==> src/hw/rtl/assert_macros.svh <==
// Assertion macros shared by the heading controller RTL.
// Depends on nothing; included by files that carry concurrent assertions.
`ifndef ASSERT_MACROS_SVH
`define ASSERT_MACROS_SVH
`ifndef SYNTHESIS
// Same-cycle implication, checked outside reset.
`define ASSERT_IMPLY(label, clk, rstn, ante, cons) \
  label: assert property (@(posedge clk) disable iff (!(rstn)) (ante) |-> (cons)) \
    else $error("assertion failed: same-cycle implication");
// Next-cycle implication, checked outside reset.
`define ASSERT_NEXT(label, clk, rstn, ante, cons) \
  label: assert property (@(posedge clk) disable iff (!(rstn)) (ante) |=> (cons)) \
    else $error("assertion failed: next-cycle implication");
`else
`define ASSERT_IMPLY(label, clk, rstn, ante, cons)
`define ASSERT_NEXT(label, clk, rstn, ante, cons)
`endif
`endif

==> src/hw/rtl/phc_pkg.sv <==
// Shared widths, register indexes and stage word types of the heading controller.
// Depends on nothing; imported by every module of the block.
package phc_pkg;

  localparam int ERR_W    = 17;
  localparam int ACC_W    = 25;
  localparam int DIFF_W   = 18;
  localparam int GAIN_W   = 16;
  localparam int LIM_W    = 15;
  localparam int DRIVE_W  = 16;
  localparam int PP_W     = 34;
  localparam int PI_W     = 42;
  localparam int PD_W     = 35;
  localparam int SUM_W    = 43;
  localparam int FRAC_SH  = 16;
  localparam int SH_W     = SUM_W - FRAC_SH;
  localparam int CFG_IDX_W = 3;
  localparam int IN_TDATA_W  = 24;
  localparam int OUT_TDATA_W = 16;

  localparam logic [CFG_IDX_W-1:0] REG_GAIN_PROP   = 3'd0;
  localparam logic [CFG_IDX_W-1:0] REG_GAIN_INTEG  = 3'd1;
  localparam logic [CFG_IDX_W-1:0] REG_GAIN_DERIV  = 3'd2;
  localparam logic [CFG_IDX_W-1:0] REG_INTEG_LIMIT = 3'd3;
  localparam logic [CFG_IDX_W-1:0] REG_DRIVE_LIMIT = 3'd4;

  localparam logic [GAIN_W-1:0] GAIN_PROP_RST   = 16'd512;
  localparam logic [GAIN_W-1:0] GAIN_INTEG_RST  = 16'd0;
  localparam logic [GAIN_W-1:0] GAIN_DERIV_RST  = 16'd1280;
  localparam logic [LIM_W-1:0]  INTEG_LIMIT_RST = 15'd300;
  localparam logic [LIM_W-1:0]  DRIVE_LIMIT_RST = 15'd1000;

  // Error, updated integral and error difference of one sample.
  typedef struct packed {
    logic signed [ERR_W-1:0]  err;
    logic signed [ACC_W-1:0]  integ;
    logic signed [DIFF_W-1:0] diff;
  } terms_t;

  // The three gain products of one sample.
  typedef struct packed {
    logic signed [PP_W-1:0] prod_p;
    logic signed [PI_W-1:0] prod_i;
    logic signed [PD_W-1:0] prod_d;
  } prods_t;

endpackage

==> src/hw/rtl/phc_integ.sv <==
// Integral and previous-error state with the first pipeline register.
// Depends on phc_pkg.
module phc_integ
  import phc_pkg::*;
(
  input  logic                    clk,
  input  logic                    rst_n,
  input  logic                    accept,
  input  logic signed [ERR_W-1:0] err,
  input  logic [LIM_W-1:0]        integ_limit,
  output terms_t                  terms
);

  localparam int WIDE_W = ACC_W + 1;

  logic signed [ACC_W-1:0]  integ_r, integ_nxt;
  logic signed [ERR_W-1:0]  prev_r;
  terms_t                   terms_r, terms_nxt;
  logic signed [WIDE_W-1:0] raw_sum;
  logic signed [WIDE_W-1:0] lim_pos;
  logic signed [WIDE_W-1:0] lim_neg;

  always_comb begin
    raw_sum = {integ_r[ACC_W-1], integ_r} + {{(WIDE_W-ERR_W){err[ERR_W-1]}}, err};
    lim_pos = $signed({3'b000, integ_limit, 8'h00});
    lim_neg = -lim_pos;
    if (raw_sum > lim_pos) begin
      integ_nxt = lim_pos[ACC_W-1:0];
    end else if (raw_sum < lim_neg) begin
      integ_nxt = lim_neg[ACC_W-1:0];
    end else begin
      integ_nxt = raw_sum[ACC_W-1:0];
    end
    terms_nxt.err   = err;
    terms_nxt.integ = integ_nxt;
    terms_nxt.diff  = {err[ERR_W-1], err} - {prev_r[ERR_W-1], prev_r};
  end

  always_ff @(posedge clk) begin
    if (!rst_n) begin
      integ_r <= '0;
      prev_r  <= '0;
    end else if (accept) begin
      integ_r <= integ_nxt;
      prev_r  <= err;
    end
  end

  always_ff @(posedge clk) begin
    if (accept) begin
      terms_r <= terms_nxt;
    end
  end

  assign terms = terms_r;

endmodule

==> config.mk <==
export PLATFORM = sky130hd
export DESIGN_NAME = phc_integ
export DESIGN_NICKNAME = d
export VERILOG_FILES = /design/src/hw/rtl/assert_macros.svh /design/src/hw/rtl/phc_pkg.sv /design/src/hw/rtl/phc_integ.sv
export SDC_FILE = /design/constraint.sdc
export NUM_CORES = 1
export LEC_CHECK = 0
export BUFFER_PORTS_ARGS = -buffer_cell sky130_fd_sc_hd__buf_2
export CELL_PAD_IN_SITES_DETAIL_PLACEMENT = 0
export CELL_PAD_IN_SITES_GLOBAL_PLACEMENT = 2
export CORE_MARGIN = 4
export CORE_UTILIZATION = 33
export DETAILED_ROUTE_END_ITERATION = 16
export GPL_ROUTABILITY_DRIVEN = 0
export HOLD_SLACK_MARGIN = 0.05
export PLACE_DENSITY = 0.75
export SYNTH_ARGS = -nofsm -noshare
export SYNTH_HDL_FRONTEND = slang
export SYNTH_SLANG_ARGS = --single-unit
==> constraint.sdc <==
create_clock -name clk -period 4.86 [get_ports clk]
set_clock_uncertainty 0.15 [all_clocks]
set_input_delay 0.486 -clock clk [delete_from_list [all_inputs] [get_ports clk]]
set_output_delay 0.486 -clock clk [all_outputs]
set_load 0.005 [all_outputs]
==> impl_metrics.sql <==
INSERT INTO impl_metrics (metric_group, metric, value, unit) VALUES
('status', 'status', 'finished, final reports clean', ''),
('timing', 'rsz0062_at_grt', 'true', ''),
('clocking', 'cts.root.buffer_cell', 'clkbuf_16', ''),
('floorplanning', 'initial_core_utilization', '33.6', '%'),
('floorplanning', 'coreArea', '22600', 'um^2'),
('detailed_routing', 'drtIter0Drc', '437', ''),
('global_route', 'grt_max_degree', '45', ''),
('setup_path', 'worstReg2RegStart', 'integ_r[0]', ''),
('logic_synthesis', 'netlist_instances', '826', ''),
('logic_synthesis', 'synth_top_area_share', '23.7', '%'),
('floorplanning', 'horizontal_die_dimension', '160', 'um'),
('detailed_routing', 'routed_wirelength', '23.0', 'mm'),
('setup_path', 'timing.critical_path.from_type', 'flip-flop', ''),
('timing', 'final_hold_viol_count', '0', ''),
('logic_synthesis', 'synth_ff_type', 'edfxtp_1', ''),
('setup_path', 'crit_path_end_kind', 'flip-flop', ''),
('place', 'port_buffers', '94', ''),
('setup_path', 'timing.reg2reg.worst_path_depth', '22', ''),
('place', 'dp_hpwl', '18.3', 'mm'),
('power_and_ir_drop', 'p_seq_share', '21.3', '%'),
('logic_synthesis', 'synthTopCellsByCount', 'ha_1 (72), inv_1 (69), edfxtp_1 (60), nor2_1 (57), nand2_1 (46)', ''),
('logic_synthesis', 'seq_area_frac_synth', '34.8', '%'),
('setup_path', 'cp_top_family', 'compound AO/OA/AOI/OAI gates', ''),
('logic_synthesis', 'post_synth_main_area_contributors', 'edfxtp_1 (24%), ha_1 (12%), dfxtp_1 (11%), inv_1 (3.4%), xnor2_1 (3.2%)', ''),
('setup_path', 'cpPeakStageDelay', '0.34', 'ns'),
('floorplanning', 'core.rowCount', '55', ''),
('setup_path', 'timing.critical_path.cells', 'ha_4 > inv_2 > fa_2 > nor2b_2 > o31a_1 > o211ai_1 > buf_4 > nand3_4 > a31o_4 > a21oi_4 > xnor2_2 > ha_1 > and4b_1 > nand3_2 > nor4_4 > nand2_1 > nor4b_4 > o211ai_1 > a21boi_4 > o21ai_2 > buf_6 > mux2_2', ''),
('clocking', 'ctsLongestPathBuffers', '2', ''),
('logic_synthesis', 'synthesis.yosys.warnings', '0', ''),
('power_and_ir_drop', 'power_switching_share', '42.5', '%'),
('power_and_ir_drop', 'power.ir.vdd_worst', '244', 'uV'),
('clocking', 'cts_sinks', '102', ''),
('detailed_routing', 'drt.antenna.violating_nets', '0', ''),
('timing', 'timing_worst_slew_pin_value', '0.749', 'ns'),
('timing', 'timing.final.max_slew_violations', '0', ''),
('logic_synthesis', 'yosysMostFrequentCell', 'ha_1', ''),
('logic_synthesis', 'async_reset_ff_share', '0', '%'),
('clocking', 'clkLatencyLatePin', '0.36', 'ns'),
('final_layout', 'n_antenna_cell', '0', ''),
('setup_path', 'crit_path_max_fo', '6', ''),
('final_layout', 'area_growth_from_synthesis_to_layout', '31.8', '%'),
('detailed_routing', 'detail_route.first_pass.iterations', '6', ''),
('setup_path', 'critPathMostFrequentCell', 'o211ai_1', ''),
('detailed_routing', 'overall_via_count_from_detail_route', '6950', ''),
('power_and_ir_drop', 'total_power_draw', '0.00622', 'W'),
('power_and_ir_drop', 'p_switching', '0.00264', 'W'),
('global_route', 'globalRouteTotalUtil', '17.9', '%'),
('logic_synthesis', 'synth.largest_area_cell', 'edfxtp_1', ''),
('power_and_ir_drop', 'powerDensity', '621', 'nW/um^2'),
('place', 'detailedPlace.worstSlack', '-0.455', 'ns'),
('final_layout', 'fin_area', '10000', 'um^2'),
('clocking', 'htree_levels', '3', ''),
('place', 'placed_cell_area', '9380', 'um^2'),
('logic_synthesis', 'syn_nets', '935', ''),
('power_and_ir_drop', 'internal_power', '0.00358', 'W'),
('timing', 'maxSlewHeadroom', '50.0', '%'),
('power_and_ir_drop', 'clock_power_share', '11.7', '%'),
('global_route', 'antenna_found_initial', '0', ''),
('timing', 'finalWorstPathRequiredPeriod', '4.80', 'ns'),
('setup_path', 'worstPathBufferInverterCount', '3', ''),
('setup_path', 'cell_count_along_the_critical_path', '22', ''),
('detailed_routing', 'post_detailed_route_drc_marker_count', '0', ''),
('place', 'post-place-cells', '1318', ''),
('flow_run', 'drv.max_cap_violation_count', '0', ''),
('power_and_ir_drop', 'p_leak', '4.48', 'nW'),
('clocking', 'cts_made_buffers', '9', ''),
('worst_hold_path', 'min_delay_path_depth', '1', ''),
('floorplanning', 'die_height', '160', 'um'),
('power_and_ir_drop', 'power_frac_comb', '67.0', '%'),
('timing', 'maxClockFrequency', '0.208', 'GHz'),
('floorplanning', 'dieArea', '25500', 'um^2');
## cell type report
cell class | count | area, um^2 | share of cell area [%]
multi-input combinational | 620 | 4790 | 47.8
sequential | 102 | 2640 | 26.4
timing repair buffer | 252 | 1680 | 16.7
tap | 285 | 357 | 3.56
inverter | 70 | 265 | 2.65
clock buffer | 10 | 239 | 2.38
clock inverter | 6 | 53.8 | 0.537
## final timing paths
path / endpoint / slack [ns]
max: terms[29] / 0.06
min: terms[50] / 0.25
max reg2reg: terms[29] / 0.06
min reg2reg: integ_r[18] / 0.36
## routing by layer
metal / vias to the layer above / GRT usage [%] / routed length [um]
met1: 3253 / 26.2 / 11700
met4: 0 / 4.22 / 318
li1: 3514 / - / -
met3: 21 / 2.68 / 1000
met2: 162 / 27.7 / 10000
met5: - / 0 / 0
## worst register-to-register path, cell delays in order (launching register included)
cell and delay [ns]:
dfxtp_2 0.34, ha_4 0.16, inv_2 0.05, fa_2 0.21
nor2b_2 0.05, o31a_1 0.26, o211ai_1 0.18, buf_4 0.16
nand3_4 0.09, a31o_4 0.24, a21oi_4 0.14, xnor2_2 0.11
ha_1 0.32, and4b_1 0.21, nand3_2 0.08, nor4_4 0.31
nand2_1 0.13, nor4b_4 0.34, o211ai_1 0.16, a21boi_4 0.17
o21ai_2 0.21, buf_6 0.16, mux2_2 0.34
## cells in the final DEF (no fill, tap or decap), drive strengths merged, types with 18 or more instances in the layout
cell and instances:
buf 252, inv 73, ha 72, edfxtp 60, nor2 57, nand2 46, nand3 44, o21ai 43
dfxtp 42, a21oi 40, nor2b 30, xnor2 28, mux2i 23, nor3 21, a21o 18
## sequential cells by signal (all words and copies together) (netlist names)
signal and count:
prev_r 17, integ_r 25, terms 60
## stage by stage
| stage | hold slack (ns) | util, % | TNS, ns |
|---|---|---|---|
| floorplan | 0.309 | - | 0 |
| global placement | 0.338 | 41.4 | -11.08 |
| detailed placement | 0.347 | 41.4 | -13.88 |
| CTS | 0.233 | 43.1 | 0 |
| global route | 0.245 | 44.3 | -2.52 |
| finish | 0.246 | 44.3 | 0 |
## timing repair
item / in CTS / in global routing
setup endpoints to repair: 39 / 50
setup buffers: 3 / 8
resized for setup: 9 / 44
pin swaps: 2 / 23
## kinds of logic after synthesis
| group | Yosys count | synth area share [%] |
|---|---|---|
| AO/OA/AOI/OAI | 220 | 21.2 |
| XOR/XNOR | 36 | 4.15 |
| adder cells (fa/ha/maj) | 76 | 12.7 |
| buffers and inverters | 104 | 5.50 |
| flip-flops | 102 | 34.8 |
| multiplexers | 32 | 4.53 |
| AND/OR/NAND/NOR | 256 | 17.2 |
## power by group through the flow
stage,clock network (W),registers (W),logic [W]
final,0.000726,0.00133,0.00417
after global routing,0.000788,0.00135,0.00456
after CTS,0.000749,0.00133,0.00384
after detailed placement,0,0.00134,0.00374
after global placement,0,0.00134,0.00375
after floorplan,0,0.00132,0.00216
No activity file was read; power rests on OpenSTA's default activity.
