<file path="config.mk">
export PLATFORM = sky130hd
export DESIGN_NAME = phc_out
export DESIGN_NICKNAME = d
export VERILOG_FILES = /design/src/hw/rtl/assert_macros.svh /design/src/hw/rtl/phc_pkg.sv /design/src/hw/rtl/phc_out.sv
export SDC_FILE = /design/constraint.sdc
export NUM_CORES = 1
export LEC_CHECK = 0
export BUFFER_PORTS_ARGS = -buffer_cell sky130_fd_sc_hd__buf_4
export CAP_MARGIN = 15
export CORE_MARGIN = 5
export CORE_UTILIZATION = 45
export DETAILED_ROUTE_END_ITERATION = 7
export GPL_TIMING_DRIVEN = 0
export PLACE_DENSITY_LB_ADDON = 0.2
export SETUP_SLACK_MARGIN = 0.1
export SYNTH_ARGS = -nofsm -noshare
export SYNTH_HDL_FRONTEND = slang
export SYNTH_SLANG_ARGS = --single-unit
</file>
<file path="constraint.sdc">
create_clock -name clk -period 7.76 [get_ports clk]
set_input_delay 1.552 -clock clk [delete_from_list [all_inputs] [get_ports clk]]
set_output_delay 1.552 -clock clk [all_outputs]
set_load 0.01 [all_outputs]
</file>
<file path="src/hw/rtl/assert_macros.svh">
// Assertion macros shared by the heading controller RTL.
// Depends on nothing; included by files that carry concurrent assertions.
`ifndef ASSERT_MACROS_SVH
`define ASSERT_MACROS_SVH
`ifndef SYNTHESIS
// Same-cycle implication, checked outside reset.
`define ASSERT_IMPLY(label, clk, rstn, ante, cons) \
  label: assert property (@(posedge clk) disable iff (!(rstn)) (ante) |-> (cons)) \
    else $error("assertion failed: same-cycle implication");
// Next-cycle implication, checked outside reset.
`define ASSERT_NEXT(label, clk, rstn, ante, cons) \
  label: assert property (@(posedge clk) disable iff (!(rstn)) (ante) |=> (cons)) \
    else $error("assertion failed: next-cycle implication");
`else
`define ASSERT_IMPLY(label, clk, rstn, ante, cons)
`define ASSERT_NEXT(label, clk, rstn, ante, cons)
`endif
`endif

</file>
<file path="src/hw/rtl/phc_pkg.sv">
// Shared widths, register indexes and stage word types of the heading controller.
// Depends on nothing; imported by every module of the block.
package phc_pkg;

  localparam int ERR_W    = 17;
  localparam int ACC_W    = 25;
  localparam int DIFF_W   = 18;
  localparam int GAIN_W   = 16;
  localparam int LIM_W    = 15;
  localparam int DRIVE_W  = 16;
  localparam int PP_W     = 34;
  localparam int PI_W     = 42;
  localparam int PD_W     = 35;
  localparam int SUM_W    = 43;
  localparam int FRAC_SH  = 16;
  localparam int SH_W     = SUM_W - FRAC_SH;
  localparam int CFG_IDX_W = 3;
  localparam int IN_TDATA_W  = 24;
  localparam int OUT_TDATA_W = 16;

  localparam logic [CFG_IDX_W-1:0] REG_GAIN_PROP   = 3'd0;
  localparam logic [CFG_IDX_W-1:0] REG_GAIN_INTEG  = 3'd1;
  localparam logic [CFG_IDX_W-1:0] REG_GAIN_DERIV  = 3'd2;
  localparam logic [CFG_IDX_W-1:0] REG_INTEG_LIMIT = 3'd3;
  localparam logic [CFG_IDX_W-1:0] REG_DRIVE_LIMIT = 3'd4;

  localparam logic [GAIN_W-1:0] GAIN_PROP_RST   = 16'd512;
  localparam logic [GAIN_W-1:0] GAIN_INTEG_RST  = 16'd0;
  localparam logic [GAIN_W-1:0] GAIN_DERIV_RST  = 16'd1280;
  localparam logic [LIM_W-1:0]  INTEG_LIMIT_RST = 15'd300;
  localparam logic [LIM_W-1:0]  DRIVE_LIMIT_RST = 15'd1000;

  // Error, updated integral and error difference of one sample.
  typedef struct packed {
    logic signed [ERR_W-1:0]  err;
    logic signed [ACC_W-1:0]  integ;
    logic signed [DIFF_W-1:0] diff;
  } terms_t;

  // The three gain products of one sample.
  typedef struct packed {
    logic signed [PP_W-1:0] prod_p;
    logic signed [PI_W-1:0] prod_i;
    logic signed [PD_W-1:0] prod_d;
  } prods_t;

endpackage

</file>
<file path="src/hw/rtl/phc_out.sv">
// Sum, floor shift, symmetric clamp and negation into the result register.
// Depends on phc_pkg.
module phc_out
  import phc_pkg::*;
(
  input  logic                      clk,
  input  logic                      load,
  input  prods_t                    prods,
  input  logic [LIM_W-1:0]          drive_limit,
  output logic signed [DRIVE_W-1:0] drive
);

  logic signed [SUM_W-1:0]   sum;
  logic signed [SH_W-1:0]    shifted;
  logic signed [SH_W-1:0]    lim_pos;
  logic signed [SH_W-1:0]    lim_neg;
  logic signed [SH_W-1:0]    clamped;
  logic signed [SH_W-1:0]    negated;
  logic signed [DRIVE_W-1:0] drive_r, drive_nxt;

  always_comb begin
    sum = {{(SUM_W-PP_W){prods.prod_p[PP_W-1]}}, prods.prod_p}
        + {{(SUM_W-PI_W){prods.prod_i[PI_W-1]}}, prods.prod_i}
        + {{(SUM_W-PD_W){prods.prod_d[PD_W-1]}}, prods.prod_d};
    // Dropping the low bits of a two's complement word rounds toward minus infinity.
    shifted = sum[SUM_W-1:FRAC_SH];
    lim_pos = $signed({{(SH_W-LIM_W){1'b0}}, drive_limit});
    lim_neg = -lim_pos;
    if (shifted > lim_pos) begin
      clamped = lim_pos;
    end else if (shifted < lim_neg) begin
      clamped = lim_neg;
    end else begin
      clamped = shifted;
    end
    negated   = -clamped;
    drive_nxt = negated[DRIVE_W-1:0];
  end

  always_ff @(posedge clk) begin
    if (load) begin
      drive_r <= drive_nxt;
    end
  end

  assign drive = drive_r;

endmodule

</file>
==> impl_metrics.xml, run 1 <==
<?xml version="1.0" encoding="UTF-8"?>
<metrics>
  <group name="layout">
    <metric name="post-route-util" unit="%">59.59</metric>
    <metric name="post_route_cells_drive_above_1_share" unit="%">26.08</metric>
    <metric name="largest_reg_flops" unit="">16</metric>
    <metric name="fill_cells" unit="">1259</metric>
    <metric name="n_antenna_cell" unit="">0</metric>
    <metric name="area_delta_synth_final" unit="%">30.38</metric>
    <metric name="finalNetCount" unit="">1180</metric>
    <metric name="stdcell_area" unit="sq um">7829</metric>
  </group>
  <group name="detailed_routing">
    <metric name="avgViaCountPerCell" unit="">5.605</metric>
    <metric name="first_pass_iters" unit="">6</metric>
    <metric name="drtIter0Drc" unit="">411</metric>
    <metric name="postRouteWirelength" unit="mm">16.84</metric>
    <metric name="post_drt_wl_per_cell" unit="um">15.25</metric>
    <metric name="num_vias" unit="">6188</metric>
    <metric name="detail-route-antenna-nets" unit="">0</metric>
    <metric name="drc_markers" unit="">0</metric>
  </group>
  <group name="global_routing">
    <metric name="total_global_routing_overflow" unit="">0</metric>
    <metric name="grtUsageTotal" unit="%">20.22</metric>
    <metric name="global_route_wire_length_before_repair" unit="mm">27.44</metric>
    <metric name="maximum_number_of_pins_on_one_net_before_global_route_repair" unit="">17</metric>
    <metric name="antenna_found_initial" unit="">0</metric>
    <metric name="grt_pass1_vias" unit="">5992</metric>
  </group>
  <group name="timing">
    <metric name="final_critical_path_setup_slack" unit="ns">0.2737</metric>
    <metric name="max_slew_margin" unit="%">59.61</metric>
    <metric name="finalHoldViolCount" unit="">0</metric>
    <metric name="report.final.slew_viol_count" unit="">0</metric>
    <metric name="layout_min_cycle_time" unit="ns">7.486</metric>
    <metric name="finalSetupViolCount" unit="">0</metric>
    <metric name="grt_setup_unrepaired" unit="">yes</metric>
    <metric name="final.period_utilization" unit="%">96.47</metric>
    <metric name="timing.hold.ws" unit="ns">1.671</metric>
    <metric name="max_freq" unit="MHz">133.6</metric>
    <metric name="tightestPinTransition" unit="ns">0.5974</metric>
  </group>
  <group name="job">
    <metric name="drv_cap" unit="">0</metric>
  </group>
  <group name="hold_path">
    <metric name="hold_start" unit="">load</metric>
    <metric name="hold_path_class" unit="">primary input to flop</metric>
  </group>
  <group name="logic_synthesis">
    <metric name="synth-async-reset-ratio" unit="%">0</metric>
    <metric name="mappedNetlistArea" unit="sq um">6005</metric>
    <metric name="area_share_of_the_leading_cell_type_in_the_synthesized_netlist" unit="%">17.09</metric>
    <metric name="synth.avg_cell_area" unit="sq um">7.880</metric>
    <metric name="synth_top_cells_by_area" unit="">ha_1, fa_1, edfxtp_1</metric>
    <metric name="dominantRegCellSynth" unit="">edfxtp_1</metric>
    <metric name="yosysUniqueCellTypes" unit="">70</metric>
    <metric name="edff_count_synth" unit="">16</metric>
    <metric name="synth.yosys.seq_area_share" unit="%">8.002</metric>
    <metric name="yosysTopAreaCell" unit="">ha_1</metric>
    <metric name="postSynthCellCount" unit="">762</metric>
    <metric name="synth_warnings" unit="">0</metric>
    <metric name="ys_ff_latch" unit="">16</metric>
    <metric name="syn_nets" unit="">1013</metric>
  </group>
  <group name="floorplan">
    <metric name="top_level_ports" unit="">144</metric>
    <metric name="start_util" unit="%">45.70</metric>
    <metric name="placeableCoreArea" unit="sq um">13140</metric>
    <metric name="die-height" unit="um">125.5</metric>
    <metric name="num_rows" unit="">42</metric>
    <metric name="area_of_the_die" unit="sq um">15750</metric>
    <metric name="dieWidth" unit="um">125.5</metric>
  </group>
  <group name="clocking">
    <metric name="clkSinkCount" unit="">16</metric>
    <metric name="clk_pin_slew_worst_paths" unit="ns">0.05</metric>
    <metric name="tritoncts.num_buffers" unit="">3</metric>
    <metric name="tritoncts_clock_tree" unit="">built</metric>
    <metric name="htree_levels" unit="">1</metric>
    <metric name="cts_hold_buf" unit="">0</metric>
    <metric name="clk_path_buf_depth" unit="">2</metric>
    <metric name="cts_root_buffer" unit="">clkbuf_16</metric>
  </group>
  <group name="status">
    <metric name="status" unit="">finished clean</metric>
  </group>
  <group name="power_and_ir_drop">
    <metric name="share_comb_of_total_power" unit="%">84.9</metric>
    <metric name="clockPowerShare" unit="%">5.9</metric>
    <metric name="ir_drop" unit="V">0.0001005</metric>
    <metric name="powerDensity" unit="nW/um^2">213.3</metric>
    <metric name="power" unit="W">0.001670</metric>
    <metric name="total_leakage_power" unit="nW">3.511</metric>
    <metric name="internal_power" unit="W">0.0008510</metric>
    <metric name="power.switching_fraction" unit="%">49.04</metric>
    <metric name="p_seq_share" unit="%">9.2</metric>
    <metric name="netSwitchingPower" unit="W">0.0008188</metric>
  </group>
  <group name="critical_path">
    <metric name="worst_setup_path_end_kind" unit="">flop</metric>
    <metric name="crit_required" unit="ns">7.74</metric>
    <metric name="crit_start" unit="">prods[2]</metric>
    <metric name="timing.setup.critical_path_class" unit="">primary input to flop</metric>
    <metric name="sort_of_element_at_the_start_of_the_critical_path" unit="">primary input</metric>
    <metric name="worst-path-max-fanout" unit="">10</metric>
    <metric name="arrival" unit="ns">7.47</metric>
  </group>
  <group name="placed_design">
    <metric name="pre_cts_slack" unit="ns">-0.9636</metric>
    <metric name="port_buffers" unit="">141</metric>
    <metric name="dp.final_hpwl" unit="mm">14.34</metric>
    <metric name="globalplace.congestion" unit="">0.8846</metric>
    <metric name="place_area" unit="sq um">7292</metric>
  </group>
</metrics>
## path summary, 6_finish.rpt
check	slack, ns	end	depth (start not counted)
worst max-delay path	0.27	drive[14]$_DFFE_PP_	27
worst min-delay path	1.67	drive[3]$_DFFE_PP_	1
## power by group through the flow
stage / logic [W] / clock network, W / registers, W
6_report: 0.00142 / 0.0000980 / 0.000153
5_1_grt: 0.00156 / 0.000101 / 0.000157
4_1_cts: 0.00132 / 0.0000986 / 0.000154
3_5_place_dp: 0.00123 / 0 / 0.000155
3_3_place_gp: 0.00122 / 0 / 0.000155
2_1_floorplan: 0.000878 / 0 / 0.000175
## timing repair
action                                  4_1_cts  5_1_grt
pin swaps                                     9       22
buffers inserted                             13        8
endpoints found under the setup margin       14       11
resized for setup                            27       32
## critical path, stage by stage
cell and delay [ns]:
buf_4 0.08, inv_1 0.05, fa_1 0.53, inv_1 0.04, ha_1 0.29, nor2b_1 0.13, a311o_1 0.40, buf_4 0.16
a32oi_1 0.25, a31oi_2 0.19, nor2_2 0.18, o21ai_0 0.10, xor2_1 0.17, ha_1 0.32, nand4_1 0.13, or4_4 0.53
a211o_1 0.27, or4_4 0.45, o31ai_4 0.31, buf_6 0.14, buf_6 0.14, nand2_2 0.08, mux2i_2 0.27, ha_4 0.21
o211ai_1 0.15, nor3_1 0.22, xnor2_1 0.11
## cell usage after synthesis (all sizes together) (4+ instances only)
cell type / number
edfxtp: 16
nor4: 9
a211o: 4
a31oi: 4
and2: 9
buf: 8
o21ai: 50
nand2b: 6
mux2: 9
fa: 41
nand4: 19
or3: 4
inv: 75
xor2: 20
clkbuf: 14
nand3: 18
o21a: 17
a21oi: 69
xnor2: 30
or2: 6
o211ai: 17
nor2: 51
ha: 82
mux2i: 12
a21o: 11
nor3: 30
a211oi: 12
nand2: 65
## cell type report
class	instances	area (sq um)	share of cell area, %
inverter	75	281.5	3.596
buffer	22	127.6	1.630
sequential	16	480.5	6.137
clock inverter	1	3.754	0.04795
tap	176	220.2	2.813
clock buffer	3	75.07	0.9589
timing repair buffer	162	1216	15.53
multi-input combinational	649	5424	69.28
## cells in the final DEF, fill, tap and decap left out, types with 16 or more instances in the layout
cell | netlist | layout
a21oi_1 | 68 | 61
buf_4 | 2 | 163
edfxtp_1 | 16 | 16
fa_1 | 41 | 41
ha_1 | 82 | 78
inv_1 | 75 | 74
nand2_1 | 65 | 64
nand3_1 | 18 | 18
nand4_1 | 19 | 19
nor2_1 | 51 | 50
nor3_1 | 30 | 27
o211ai_1 | 16 | 16
o21a_1 | 17 | 17
o21ai_0 | 47 | 45
xnor2_1 | 30 | 27
xor2_1 | 20 | 17
## logic make-up (layout without fill, tap and decap cells)
| group | Yosys count | after routing | share of synthesized area [%] |
|---|---|---|---|
| AND/OR/NAND/NOR | 233 | 233 | 19.36 |
| multiplexers | 21 | 21 | 3.688 |
| flip-flops | 16 | 16 | 8.002 |
| adder cells (fa/ha/maj) | 123 | 123 | 30.76 |
| AO/OA/AOI/OAI | 222 | 222 | 24.59 |
| buffers and inverters | 97 | 263 | 6.314 |
| XOR/XNOR | 50 | 50 | 7.293 |
## metrics by stage
stage / TNS [ns] / instances
after floorplan: 0 / 762
after global placement: -7.285 / 1079
after detailed placement: -8.176 / 1079
after CTS: 0 / 1096
after global routing: 0 / 1104
final: 0 / 1104
## metal layers
layer / share of wire [%] / track usage (%) / up-vias
li1: - / - / 3115
met1: 46 / 28.05 / 2832
met2: 47 / 34.90 / 214
met3: 5.5 / 1.876 / 27
met4: 1.2 / 3.125 / 0
met5: 0 / 0 / -
Note: power is estimated with default switching activity, not from simulation.
==> inputs of run 2 (changes only) <==
Settings changed: CORE_UTILIZATION 45 to 30, TNS_END_PERCENT from default to 10.
==> impl_metrics.xml, run 2 (same netlist as run 1, synthesis figures left out) <==
<?xml version="1.0" encoding="UTF-8"?>
<metrics>
  <group name="global_routing">
    <metric name="maximum_number_of_pins_on_one_net_before_global_route_repair" unit="">17</metric>
    <metric name="antenna_found_initial" unit="">0</metric>
    <metric name="grt_pass1_vias" unit="">5883</metric>
    <metric name="global_route_wire_length_before_repair" unit="mm">28.60</metric>
    <metric name="total_global_routing_overflow" unit="">0</metric>
    <metric name="grtUsageTotal" unit="%">15.14</metric>
  </group>
  <group name="clocking">
    <metric name="cts_hold_buf" unit="">0</metric>
    <metric name="tritoncts_clock_tree" unit="">built</metric>
    <metric name="clk_pin_slew_worst_paths" unit="ns">0.04</metric>
    <metric name="cts_root_buffer" unit="">clkbuf_16</metric>
    <metric name="htree_levels" unit="">1</metric>
    <metric name="clk_path_buf_depth" unit="">2</metric>
    <metric name="clkSinkCount" unit="">16</metric>
    <metric name="tritoncts.num_buffers" unit="">3</metric>
  </group>
  <group name="critical_path">
    <metric name="worst-path-buf-inv" unit="">6</metric>
    <metric name="timing.critical_path.max_delay_family" unit="">compound AO/OA/AOI/OAI gates</metric>
    <metric name="timing.critical_path.slowest_stage_cell" unit="">fa_1</metric>
    <metric name="arrival" unit="ns">7.44</metric>
    <metric name="worst_setup_path_end_kind" unit="">flop</metric>
    <metric name="crit_required" unit="ns">7.74</metric>
    <metric name="sort_of_element_at_the_start_of_the_critical_path" unit="">primary input</metric>
    <metric name="crit_path_frequent_cell" unit="">buf_4</metric>
    <metric name="critPathMaxStageDelay" unit="ns">0.54</metric>
    <metric name="worst-path-max-fanout" unit="">6</metric>
    <metric name="timing.setup.critical_path_class" unit="">primary input to flop</metric>
  </group>
  <group name="hold_path">
    <metric name="timing.hold.worst_endpoint" unit="">drive[3]$_DFFE_PP_</metric>
    <metric name="whs_path_depth" unit="">1</metric>
    <metric name="hold_path_class" unit="">primary input to flop</metric>
    <metric name="hold_start" unit="">load</metric>
  </group>
  <group name="floorplan">
    <metric name="area_of_the_die" unit="sq um">22940</metric>
    <metric name="start_util" unit="%">30.65</metric>
    <metric name="die-height" unit="um">151.5</metric>
    <metric name="num_rows" unit="">51</metric>
    <metric name="placeableCoreArea" unit="sq um">19590</metric>
    <metric name="top_level_ports" unit="">144</metric>
    <metric name="dieWidth" unit="um">151.5</metric>
  </group>
  <group name="placed_design">
    <metric name="port_buffers" unit="">141</metric>
    <metric name="dp.final_hpwl" unit="mm">15.50</metric>
    <metric name="place_area" unit="sq um">7403</metric>
    <metric name="globalplace.congestion" unit="">0.8927</metric>
  </group>
  <group name="timing">
    <metric name="final.period_utilization" unit="%">96.20</metric>
    <metric name="grt_setup_unrepaired" unit="">no</metric>
    <metric name="finalSetupViolCount" unit="">0</metric>
    <metric name="tightestPinTransition" unit="ns">0.5952</metric>
    <metric name="max_freq" unit="MHz">134.0</metric>
    <metric name="max_slew_margin" unit="%">60.19</metric>
    <metric name="finalHoldViolCount" unit="">0</metric>
    <metric name="report.final.slew_viol_count" unit="">0</metric>
    <metric name="layout_min_cycle_time" unit="ns">7.465</metric>
  </group>
  <group name="layout">
    <metric name="stdcell_area" unit="sq um">8148</metric>
    <metric name="largest_reg_flops" unit="">16</metric>
    <metric name="n_antenna_cell" unit="">0</metric>
    <metric name="area_delta_synth_final" unit="%">35.69</metric>
    <metric name="layout_common_cells" unit="">buf_4, ha_1, inv_1</metric>
    <metric name="finalNetCount" unit="">1188</metric>
    <metric name="fill_cells" unit="">2044</metric>
    <metric name="mostFrequentLayoutCell" unit="">buf_4</metric>
    <metric name="post_route_cells_drive_above_1_share" unit="%">28.13</metric>
  </group>
  <group name="power_and_ir_drop">
    <metric name="powerDensity" unit="nW/um^2">216.2</metric>
    <metric name="ir_drop" unit="V">0.00007694</metric>
    <metric name="total_leakage_power" unit="nW">3.577</metric>
    <metric name="power" unit="W">0.001762</metric>
  </group>
  <group name="job">
    <metric name="drv_cap" unit="">0</metric>
  </group>
  <group name="detailed_routing">
    <metric name="detail-route-antenna-nets" unit="">0</metric>
    <metric name="postRouteWirelength" unit="mm">18.02</metric>
    <metric name="drc_markers" unit="">0</metric>
    <metric name="drtIter0Drc" unit="">256</metric>
    <metric name="first_pass_iters" unit="">4</metric>
    <metric name="post_drt_wl_per_cell" unit="um">15.02</metric>
    <metric name="num_vias" unit="">5974</metric>
    <metric name="avgViaCountPerCell" unit="">4.978</metric>
  </group>
  <group name="status">
    <metric name="status" unit="">finished clean</metric>
  </group>
</metrics>
==> run 2: cell count changes in the layout (fill, tap and decap cells not counted), sizes merged <==
cell / delta
buf: +10
clkbuf: -2
clkinv: -1
==> run 2: final cells by class <==
class	instances	area, sq um	share of cell area, %
Multi-Input combinational cell	649	5555	68.18
Timing Repair Buffer	172	1295	15.89
Sequential cell	16	480.5	5.897
Tap cell	265	331.6	4.069
Inverter	75	281.5	3.455
Buffer	20	128.9	1.582
Clock buffer	3	75.07	0.9214
==> run 2: how the worst max path moves through the flow <==
stage	start	to	slack, ns	cells past startpoint
after detailed placement	prods[5]	drive[12]$_DFFE_PP_	-1.19	28
final	prods[80]	drive[15]$_DFFE_PP_	0.29	27
after floorplan	prods[3]	drive[12]$_DFFE_PP_	0.14	31
after CTS	prods[16]	drive[14]$_DFFE_PP_	0.10	28
after global placement	prods[3]	drive[12]$_DFFE_PP_	-1.11	28
after global routing	prods[2]	drive[14]$_DFFE_PP_	0.07	34
==> run 2: routing by layer <==
layer / global-route usage (%) / part of all wire (%) / vias up
met4: 2.040 / 0.61 / 0
met5: 0 / 0 / -
met2: 25.16 / 45 / 136
met1: 21.87 / 50 / 2711
li1: - / - / 3121
met3: 1.368 / 4.5 / 6
==> run 2: power breakdown <==
group          internal, W  switching [W]
sequential        0.000146     0.00000707
clock            0.0000673      0.0000279
combinational     0.000692       0.000822
==> run 2: timing repair <==
| item | in CTS | in global routing |
|---|---|---|
| pin swaps | 15 | 33 |
| endpoints found under the setup margin | 16 | 12 |
| buffers inserted | 11 | 20 |
| resized for setup | 37 | 46 |
==> run 2: through the flow <==
step	std cells	hold slack [ns]	setup TNS, ns	setup slack [ns]	util (%)
CTS	1182	1.678	0	0.1008	39.65
finish	1200	1.671	0	0.2946	41.59
detailed placement	1168	1.928	-11.63	-1.193	37.79
floorplan	762	1.665	0	0.1373	-
global placement	1168	1.927	-10.68	-1.113	37.79
global route	1200	1.682	0	0.07412	41.59
